==> src/hw/rtl/grd_pkg.sv <==
// ----------------------------------------------------------------------------
// grd_pkg: shared types and constants of the glove report decoder
// Widths, reset threshold and the controller/datapath command interface.
// ----------------------------------------------------------------------------
package grd_pkg;

  localparam int unsigned THRESH_W     = 22;
  localparam logic [THRESH_W-1:0] THRESH_RESET = 22'd40000;
  localparam int unsigned WORD_W       = 32;
  localparam int unsigned NUM_SENSORS  = 8;
  localparam int unsigned COORD_W      = 10;
  localparam int unsigned IN_TDATA_W   = 40;
  localparam int unsigned OUT_TDATA_W  = 88;
  localparam logic [2:0] LAST_WORD     = 3'd5;
  localparam logic [7:0] START_BYTE    = 8'd1;

  // controller -> datapath
  typedef struct packed {
    logic       decode;     // realign and unpack stored report
    logic       filt_clear; // clear near flag for a new sensor i
    logic       filt_step;  // test pair (i, j)
    logic       filt_drop;  // drop sensor i if no near partner found
    logic [2:0] i;
    logic [2:0] j;
  } grd_cmd_t;

  // datapath -> controller
  typedef struct packed {
    logic       valid_sample;
    logic [7:0] vis;
    logic       near;
  } grd_stat_t;

  function automatic logic [19:0] sq10(input logic signed [COORD_W-1:0] a,
                                       input logic signed [COORD_W-1:0] b);
    logic signed [COORD_W:0] d;
    logic [COORD_W-1:0] u;
    begin
      d = {a[COORD_W-1], a} - {b[COORD_W-1], b};
      u = d[COORD_W] ? COORD_W'(-d) : d[COORD_W-1:0];
      sq10 = u * u;
    end
  endfunction

endpackage

==> src/hw/rtl/grd_datapath.sv <==
// ----------------------------------------------------------------------------
// grd_datapath: report store, realignment, unpacking and pair distance unit
// One pair distance is computed and compared per filter step.
// ----------------------------------------------------------------------------
module grd_datapath
  import grd_pkg::*;
(
  input  logic                 clk,
  input  logic                 rst_n,
  input  logic                 word_we,
  input  logic [2:0]           word_idx,
  input  logic [WORD_W-1:0]    word_in,
  input  logic [THRESH_W-1:0]  thresh,
  input  grd_cmd_t             cmd,
  output grd_stat_t            stat,
  output logic [29:0]          bends_o,
  output logic [3:0]           buttons_o,
  output logic [11:0]          slots_o,
  output logic [29:0]          coords_o [NUM_SENSORS]
);

  logic [WORD_W-1:0] words_r [6];
  logic [7:0]  carry_r [16];
  logic [7:0]  carry_nxt [16];
  logic [2:0]  slot_r [4];
  logic [2:0]  slot_nxt [4];
  logic [29:0] coord_r [NUM_SENSORS];
  logic [29:0] coord_nxt [NUM_SENSORS];
  logic [7:0]  vis_r, vis_nxt;
  logic        valid_r, near_r;
  logic [29:0] bends_r, bends_nxt;
  logic [3:0]  buttons_r;
  logic [7:0]  raw [24];
  logic [7:0]  d [24];
  logic [31:0] w [4];
  logic [3:0]  s;
  logic [29:0] ci, cj;
  logic [21:0] pair_dist;

  always_ff @(posedge clk) begin
    if (word_we && word_idx <= LAST_WORD) begin
      words_r[word_idx] <= word_in;
    end
  end

  always_comb begin
    for (int k = 0; k < 24; k++) begin
      raw[k] = words_r[k/4][8*(k%4) +: 8];
    end
    carry_nxt = carry_r;
    if (raw[16] == START_BYTE) begin
      for (int k = 0; k < 8; k++) d[k] = carry_r[k];
      for (int k = 0; k < 16; k++) d[k+8] = raw[k];
      for (int k = 0; k < 8; k++) carry_nxt[k] = raw[k+16];
    end else if (raw[8] == START_BYTE) begin
      for (int k = 0; k < 16; k++) d[k] = carry_r[k];
      for (int k = 0; k < 8; k++) d[k+16] = raw[k];
      for (int k = 0; k < 16; k++) carry_nxt[k] = raw[k+8];
    end else begin
      d = raw;
    end
    bends_nxt = {d[4][7:2], d[3][5:0], d[2][3:0], d[3][7:6],
                 d[1][1:0], d[2][7:4], d[1][7:2]};
    w[0] = {2'b0, d[7][3:0], d[8], d[9], d[10], d[11][7:6]};
    w[1] = {2'b0, d[11][5:0], d[12], d[13], d[14]};
    w[2] = {2'b0, d[15], d[16], d[17], d[18][7:2]};
    w[3] = {2'b0, d[18][1:0], d[19], d[20], d[21], d[22][7:4]};
    slot_nxt = slot_r;
    coord_nxt = coord_r;
    vis_nxt = '0;
    for (int k = 0; k < 4; k++) begin
      s = (k % 2 == 1) ? d[5 + (k+1)/2][7:4] : d[5 + (k+1)/2][3:0];
      if (!s[3]) begin
        slot_nxt[k] = s[2:0];
        coord_nxt[s[2:0]] = w[k][29:0];
        vis_nxt[s[2:0]] = 1'b1;
      end
    end
  end

  // pair distance: three 10-bit squares summed, max 3*1023^2 fits 22 bits
  assign ci = coord_r[cmd.i];
  assign cj = coord_r[cmd.j];
  assign pair_dist = 22'(sq10(ci[9:0], cj[9:0])) + 22'(sq10(ci[19:10], cj[19:10]))
                   + 22'(sq10(ci[29:20], cj[29:20]));

  always_ff @(posedge clk) begin
    if (!rst_n) begin
      for (int k = 0; k < 16; k++) carry_r[k] <= '0;
      for (int k = 0; k < 4; k++) slot_r[k] <= '0;
      for (int k = 0; k < NUM_SENSORS; k++) coord_r[k] <= '0;
      vis_r   <= '0;
      valid_r <= 1'b0;
      near_r  <= 1'b0;
    end else begin
      if (cmd.decode) begin
        carry_r <= carry_nxt;
        valid_r <= (d[0] == START_BYTE);
        if (d[0] == START_BYTE) begin
          slot_r    <= slot_nxt;
          coord_r   <= coord_nxt;
          vis_r     <= vis_nxt;
          bends_r   <= bends_nxt;
          buttons_r <= d[5][7:4];
        end
      end
      if (cmd.filt_clear) begin
        near_r <= 1'b0;
      end else if (cmd.filt_step && vis_r[cmd.j] && pair_dist < thresh) begin
        near_r <= 1'b1;
      end
      if (cmd.filt_drop && !near_r) begin
        vis_r[cmd.i] <= 1'b0;
      end
    end
  end

  assign stat.valid_sample = valid_r;
  assign stat.vis  = vis_r;
  assign stat.near = near_r;
  assign bends_o   = bends_r;
  assign buttons_o = buttons_r;
  assign slots_o   = {slot_r[3], slot_r[2], slot_r[1], slot_r[0]};
  assign coords_o  = coord_r;

endmodule

==> src/hw/rtl/grd_ctrl.sv <==
// ----------------------------------------------------------------------------
// grd_ctrl: sequencer for decode, pairwise filter and result emission
// Walks sensor i over partners j, one pair a cycle, then streams results.
// ----------------------------------------------------------------------------
module grd_ctrl
  import grd_pkg::*;
(
  input  logic       clk,
  input  logic       rst_n,
  input  logic       in_fire,
  input  logic [2:0] in_idx,
  input  grd_stat_t  stat,
  input  logic       out_ready,
  output logic       in_ready,
  output logic       out_valid,
  output logic       out_hdr,
  output logic [2:0] out_sel,
  output grd_cmd_t   cmd
);

  typedef enum logic [5:0] {
    S_IDLE   = 6'b000001,
    S_DECODE = 6'b000010,
    S_NEXTI  = 6'b000100,
    S_PAIR   = 6'b001000,
    S_DROP   = 6'b010000,
    S_EMIT   = 6'b100000
  } state_t;

  state_t state_r, state_nxt;
  logic [2:0] i_r, i_nxt, j_r, j_nxt;
  logic [3:0] ocnt_r, ocnt_nxt;
  logic       ilast;

  assign ilast = (i_r == 3'd7);

  always_comb begin
    state_nxt = state_r;
    i_nxt = i_r;
    j_nxt = j_r;
    ocnt_nxt = ocnt_r;
    cmd = '0;
    cmd.i = i_r;
    cmd.j = j_r;
    in_ready = 1'b0;
    out_valid = 1'b0;
    unique case (state_r)
      S_IDLE: begin
        in_ready = 1'b1;
        if (in_fire && in_idx == LAST_WORD) state_nxt = S_DECODE;
      end
      S_DECODE: begin
        cmd.decode = 1'b1;
        i_nxt = '0;
        ocnt_nxt = '0;
        state_nxt = S_NEXTI;
      end
      S_NEXTI: begin
        if (!stat.valid_sample) begin
          state_nxt = S_EMIT;
        end else if (stat.vis[i_r]) begin
          cmd.filt_clear = 1'b1;
          j_nxt = '0;
          state_nxt = S_PAIR;
        end else if (ilast) begin
          state_nxt = S_EMIT;
        end else begin
          i_nxt = i_r + 3'd1;
        end
      end
      S_PAIR: begin
        cmd.filt_step = (j_r != i_r);
        j_nxt = j_r + 3'd1;
        if (j_r == 3'd7) state_nxt = S_DROP;
      end
      S_DROP: begin
        cmd.filt_drop = 1'b1;
        if (ilast) begin
          state_nxt = S_EMIT;
        end else begin
          i_nxt = i_r + 3'd1;
          state_nxt = S_NEXTI;
        end
      end
      S_EMIT: begin
        out_valid = 1'b1;
        if (out_ready) begin
          ocnt_nxt = ocnt_r + 4'd1;
          if (!stat.valid_sample || ocnt_r == 4'd8) state_nxt = S_IDLE;
        end
      end
      default: state_nxt = S_IDLE;
    endcase
  end

  assign out_hdr = (ocnt_r == 4'd0);
  assign out_sel = 3'(ocnt_r - 4'd1);

  always_ff @(posedge clk) begin
    if (!rst_n) begin
      state_r <= S_IDLE;
      i_r <= '0;
      j_r <= '0;
      ocnt_r <= '0;
    end else begin
      state_r <= state_nxt;
      i_r <= i_nxt;
      j_r <= j_nxt;
      ocnt_r <= ocnt_nxt;
    end
  end

  a_one_hot: assert property (@(posedge clk) disable iff (!rst_n) $onehot(state_r))
    else $error("state not one-hot");
  a_no_accept_busy: assert property (@(posedge clk) disable iff (!rst_n)
    (state_r != S_IDLE) |-> !in_ready) else $error("input taken while busy");
  a_emit_bound: assert property (@(posedge clk) disable iff (!rst_n)
    out_valid |-> ocnt_r <= 4'd8) else $error("too many results");
  a_decode_follows: assert property (@(posedge clk) disable iff (!rst_n)
    (in_fire && in_idx == LAST_WORD) |=> state_r == S_DECODE)
    else $error("decode not started");

endmodule

==> src/hw/rtl/glove_report_decoder_top.sv <==
// ----------------------------------------------------------------------------
// glove_report_decoder_top: sensor-glove report decoder
// Controller plus datapath; streams one header and, for a valid report, eight sensor results.
// ----------------------------------------------------------------------------
// Words 0 to 4 are taken one per cycle while idle. Word 5 starts a decode: the
// report is realigned and unpacked, then the consistency filter tests one sensor
// pair per cycle on a single shared distance unit, and the results follow: 9
// results (or one header for an invalid report) at one per cycle while the
// output is ready.
// Input is held off while a report is being decoded, filtered or emitted.
module glove_report_decoder_top
  import grd_pkg::*;
(
  input  logic                   clk,
  input  logic                   rst_n,
  input  logic                   cfg_we,
  input  logic [THRESH_W-1:0]    cfg_wdata,  // distance_threshold_sq
  input  logic                   in_tvalid,
  output logic                   in_tready,
  input  logic [IN_TDATA_W-1:0]  in_tdata,   // report_word[31:0], word_index[34:32]
  output logic                   out_tvalid,
  input  logic                   out_tready,
  output logic [OUT_TDATA_W-1:0] out_tdata,  // sample_valid, bends, buttons,
                                             // slot_sensors, sensor_index,
                                             // x_upper, y_lower, y_upper,
                                             // sensor_visible
  output logic                   out_tlast,
  output logic                   out_tuser   // result_kind
);

  logic [THRESH_W-1:0] thresh_r;
  grd_cmd_t  cmd;
  grd_stat_t stat;
  logic in_fire, hdr;
  logic [2:0]  sel;
  logic [29:0] bends, c;
  logic [3:0]  buttons;
  logic [11:0] slots;
  logic [29:0] coords [NUM_SENSORS];

  always_ff @(posedge clk) begin
    if (!rst_n) begin
      thresh_r <= THRESH_RESET;
    end else if (cfg_we) begin
      thresh_r <= cfg_wdata;
    end
  end

  assign in_fire = in_tvalid && in_tready;

  grd_ctrl u_ctrl (
    .clk, .rst_n, .in_fire, .in_idx(in_tdata[34:32]), .stat,
    .out_ready(out_tready), .in_ready(in_tready), .out_valid(out_tvalid),
    .out_hdr(hdr), .out_sel(sel), .cmd
  );

  grd_datapath u_dp (
    .clk, .rst_n, .word_we(in_fire), .word_idx(in_tdata[34:32]),
    .word_in(in_tdata[31:0]), .thresh(thresh_r), .cmd, .stat,
    .bends_o(bends), .buttons_o(buttons), .slots_o(slots), .coords_o(coords)
  );

  assign c = coords[sel];

  always_comb begin
    out_tdata = '0;
    out_tdata[0] = hdr ? stat.valid_sample : 1'b1;
    if (hdr) begin
      if (stat.valid_sample) begin
        out_tdata[30:1]  = bends;
        out_tdata[34:31] = buttons;
        out_tdata[46:35] = slots;
      end
    end else begin
      out_tdata[49:47] = sel;
      out_tdata[79:50] = c;
      out_tdata[80]    = stat.vis[sel];
    end
  end

  assign out_tlast = hdr ? !stat.valid_sample : (sel == 3'd7);
  assign out_tuser = !hdr;

endmodule

==> config.mk <==
export PLATFORM = sky130hd
export DESIGN_NAME = glove_report_decoder_top
export DESIGN_NICKNAME = d
export VERILOG_FILES = /design/src/hw/rtl/grd_pkg.sv /design/src/hw/rtl/grd_datapath.sv /design/src/hw/rtl/grd_ctrl.sv /design/src/hw/rtl/glove_report_decoder_top.sv
export SDC_FILE = /design/constraint.sdc
export NUM_CORES = 2
export LEC_CHECK = 0
export BUFFER_PORTS_ARGS = -buffer_cell sky130_fd_sc_hd__buf_2
export CORE_ASPECT_RATIO = 1.75
export CORE_MARGIN = 8
export CORE_UTILIZATION = 30
export CTS_CLUSTER_DIAMETER = 30
export DETAILED_ROUTE_END_ITERATION = 12
export HOLD_SLACK_MARGIN = 0.06
export SLEW_MARGIN = 20
export SYNTH_ARGS = -nofsm -noshare
export SYNTH_HDL_FRONTEND = slang
export SYNTH_SLANG_ARGS = --single-unit
==> constraint.sdc <==
create_clock -name clk -period 17.65 [get_ports clk]
set_input_delay 3.53 -clock clk [delete_from_list [all_inputs] [get_ports clk]]
set_output_delay 3.53 -clock clk [all_outputs]
set_load 0.01 [all_outputs]
==> run metrics <==
status=finished, final reports clean; slowest cell on the critical path=dfxtp_4; r2r setup slk=3.28 ns; initial antenna violation count=15; PwrDens=68.6 mW/mm^2; critical path arrival=15.01 ns; fin crit share=81.4%; Port Buf Inserts=146; Critical Path Start Type=flop; top-area cell type share of the netlist area=16.5%; cts hold-fix bufs=0; Placer Congestion=0.885; Cell Area, Synth=0.0518 mm^2; largest area contributor in the netlist=dfxtp_1; Final Net Count=6192; Critical Setup Path Class=flop to flop; Area Growth Syn to Fin=13.3%; Vert. Die Dim=566 um; most frequent cells after synthesis=nand2_1 (910), nor2_1 (485), mux2i_1 (439); Max-Cap Viols=0; WL final=199 mm; Worst Tran Pin Value=1.22 ns; H-tree depth=3; Top FF cell, synth=dfxtp_1; Worst path max stage delay=0.76 ns; Max VDD drop=75.5 uV; Final Cell Area=0.0587 mm^2; CTS Root Cell=clkbuf_16; DR WL/cell=24.7 um; Leak=24.3 nW; worst-path maximum fanout=34; starting DRC count in detailed routing=4491; Mapped Cells=5802; total core area=0.172 mm^2; post-CTS sizing=0; largest net degree at the start of global routing=91; RSZ-0062 raised after global routing=false; total gr overflow=0; dpl cells=7863; Final Hold Viols=0; switch share=25.3%; non-filler cells, final=8065; Starting Density=30.1%; CP required=18.29 ns; chip width=330 um; final antenna-violating net count=0; worst skew pair latency=0.71 ns; Slew Limit Headroom=18.5%; max frequency=69.6 MHz; Syn Area/Cell=8.93 um^2; Clock Path Buffers=3; GRT Overall Usage=20.4%; fin. max-slew vios=0; Seq pwr share=39.5%; routed vias=46700; layout cells sized above 1=13.5%; Setup WS post-layout=3.28 ns; Filler Cell Count=17600; global-route wire length before repair=293 mm; CTS tree=yes; EDFF count, synth=226; async set-or-reset flop fraction in the synthesized netlist=0%; Yosys Warn Count=0; worst-case clock skew=0.0496 ns; critical path's most frequent cell=fa_1; vias in the first global route=45800; Post-DP HPWL=133 mm; Die Area=0.187 mm^2; postcts setup bufs=0; dpl cell area=0.0549 mm^2; drt first pass iters=6; TritonCTS buffer count=106; crit path time final=14.37 ns; Internal Power=3.01 mW; final setup fails=0; Comb power frac=5.1%; setup TNS=0 ns; Unique masters post-synth=87; Post-route DRC=0; Yosys reg bits=652; clock share of power=55.3%; clock-pin slew on the worst setup and hold paths=0.06 ns; Row Count=202; crit end category=flop; pre-CTS setup slack=3.28 ns; DR vias/cell=5.79; P_sw=1.02 mW; # clock sinks=652; io pins=159; sequential-to-total area share from yosys stat=29.5%; top-count cell post-synth=nand2_1; min-delay worst type=flop to flop; leading cell types by total area after synthesis=dfxtp_1 (16%), edfxtp_1 (13%), mux2i_1 (8.5%)
-- kinds of logic after synthesis --
kind of cell | after synthesis | share of synthesized area (%)
and+or+nand+nor | 1843 | 15.2
AOI/OAI and AO/OA | 1367 | 18.2
buffers and inverters | 788 | 6.08
muxes | 660 | 16.8
DFF | 652 | 29.5
adders and majority gates | 398 | 12.5
xor gates and xnor gates | 93 | 1.61
other | 1 | 0.00723
-- power groups by stage --
stage / sequential (mW) / combinational, mW / clock (mW)
global placement: 1.62 / 0.199 / 0
CTS: 1.59 / 0.203 / 2.25
global route: 1.59 / 0.219 / 2.31
finish: 1.59 / 0.207 / 2.23
detailed placement: 1.62 / 0.202 / 0
floorplan: 1.62 / 0.120 / 0
-- worst paths after layout --
kind	from	depth (start not counted)	end
hold / removal	u_dp.carry_r[1]$_SDFFE_PN0P_	2	u_dp.carry_r[1]$_SDFFE_PN0P_
setup reg to reg	u_ctrl.i_r[1]$_SDFFE_PN0P_	51	u_dp.near_r$_SDFFE_PP0P_
setup / recovery	u_ctrl.i_r[1]$_SDFFE_PN0P_	51	u_dp.near_r$_SDFFE_PP0P_
hold reg to reg	u_dp.carry_r[1]$_SDFFE_PN0P_	2	u_dp.carry_r[1]$_SDFFE_PN0P_
-- stage by stage --
| step | total power, mW | hold slack, ns | utilization, % |
|---|---|---|---|
| 3_5_place_dp | 1.83 | 0.458 | 31.9 |
| 6_report | 4.03 | 0.465 | 34.1 |
| 3_3_place_gp | 1.82 | 0.449 | 31.9 |
| 4_1_cts | 4.05 | 0.466 | 34.1 |
| 5_1_grt | 4.12 | 0.481 | 34.1 |
| 2_1_floorplan | 1.74 | 0.433 | - |
-- layout make-up --
class / instances / area [um^2] / area share (%)
diodes: 4 / 10.0 / 0.0170
clock buffers: 132 / 2890 / 4.92
clock inverters: 66 / 878 / 1.50
inverters: 339 / 1280 / 2.17
multi-input cells: 4368 / 33900 / 57.8
flip-flops and latches: 652 / 15300 / 26.1
well taps: 2244 / 2810 / 4.78
repair buffers: 260 / 1620 / 2.75
-- placed cells by master, fill, tap and decap left out, types with 22 or more instances in the layout --
master,synthesis,final
a221oi_1,22,22
a22o_1,138,138
xor2_1,37,37
o2111ai_1,51,51
and3_1,58,58
clkbuf_16,0,108
mux2i_1,439,439
nor3_1,45,41
xnor2_1,54,54
edfxtp_1,226,226
o21ai_0,107,107
nand2_1,910,907
inv_1,338,338
nor2b_1,43,43
a211oi_1,149,149
o21a_1,23,23
buf_4,20,112
nor2_1,485,469
nand3_1,149,149
o211ai_1,85,85
o211a_1,54,54
or2_2,26,26
a21boi_0,81,81
a21o_1,32,32
dfxtp_1,426,418
buf_2,96,145
fa_1,199,199
mux4_2,164,164
mux2_2,56,56
a21oi_1,410,407
ha_1,199,197
a31oi_1,85,68
nand2b_1,45,45
o31ai_1,25,23
-- sequential cells by signal, indices dropped and copies added (netlist names) --
name            cells
u_dp.near_r         1
u_dp.valid_r        1
u_ctrl.j_r          3
u_ctrl.state_r      6
u_ctrl.i_r          3
u_dp.buttons_o      4
thresh_r           22
u_dp.bends_o       30
u_dp.slots_o       12
u_dp.carry_r      126
u_ctrl.ocnt_r       4
u_dp.vis_r          8
u_dp.words_r      192
u_dp.coords_o     240
-- worst max-delay path, delay by kind of cell, from the launching register on --
kind	cells	cell delay, ns
fa+ha+maj	14	6.05
compound gates	17	4.03
simple gates	9	1.18
xor+xnor	3	0.99
buf+inv	7	0.78
flops	1	0.76
mux	1	0.38
-- layer usage --
layer | GRT usage (%) | vias up | wire [um]
li1 | - | 20700 | -
met1 | 23.2 | 22600 | 71800
met2 | 34.2 | 2553 | 94300
met3 | 3.55 | 895 | 16300
met4 | 14.7 | 6 | 16900
met5 | 0 | - | 41
Power figures use the tool's default switching activity.
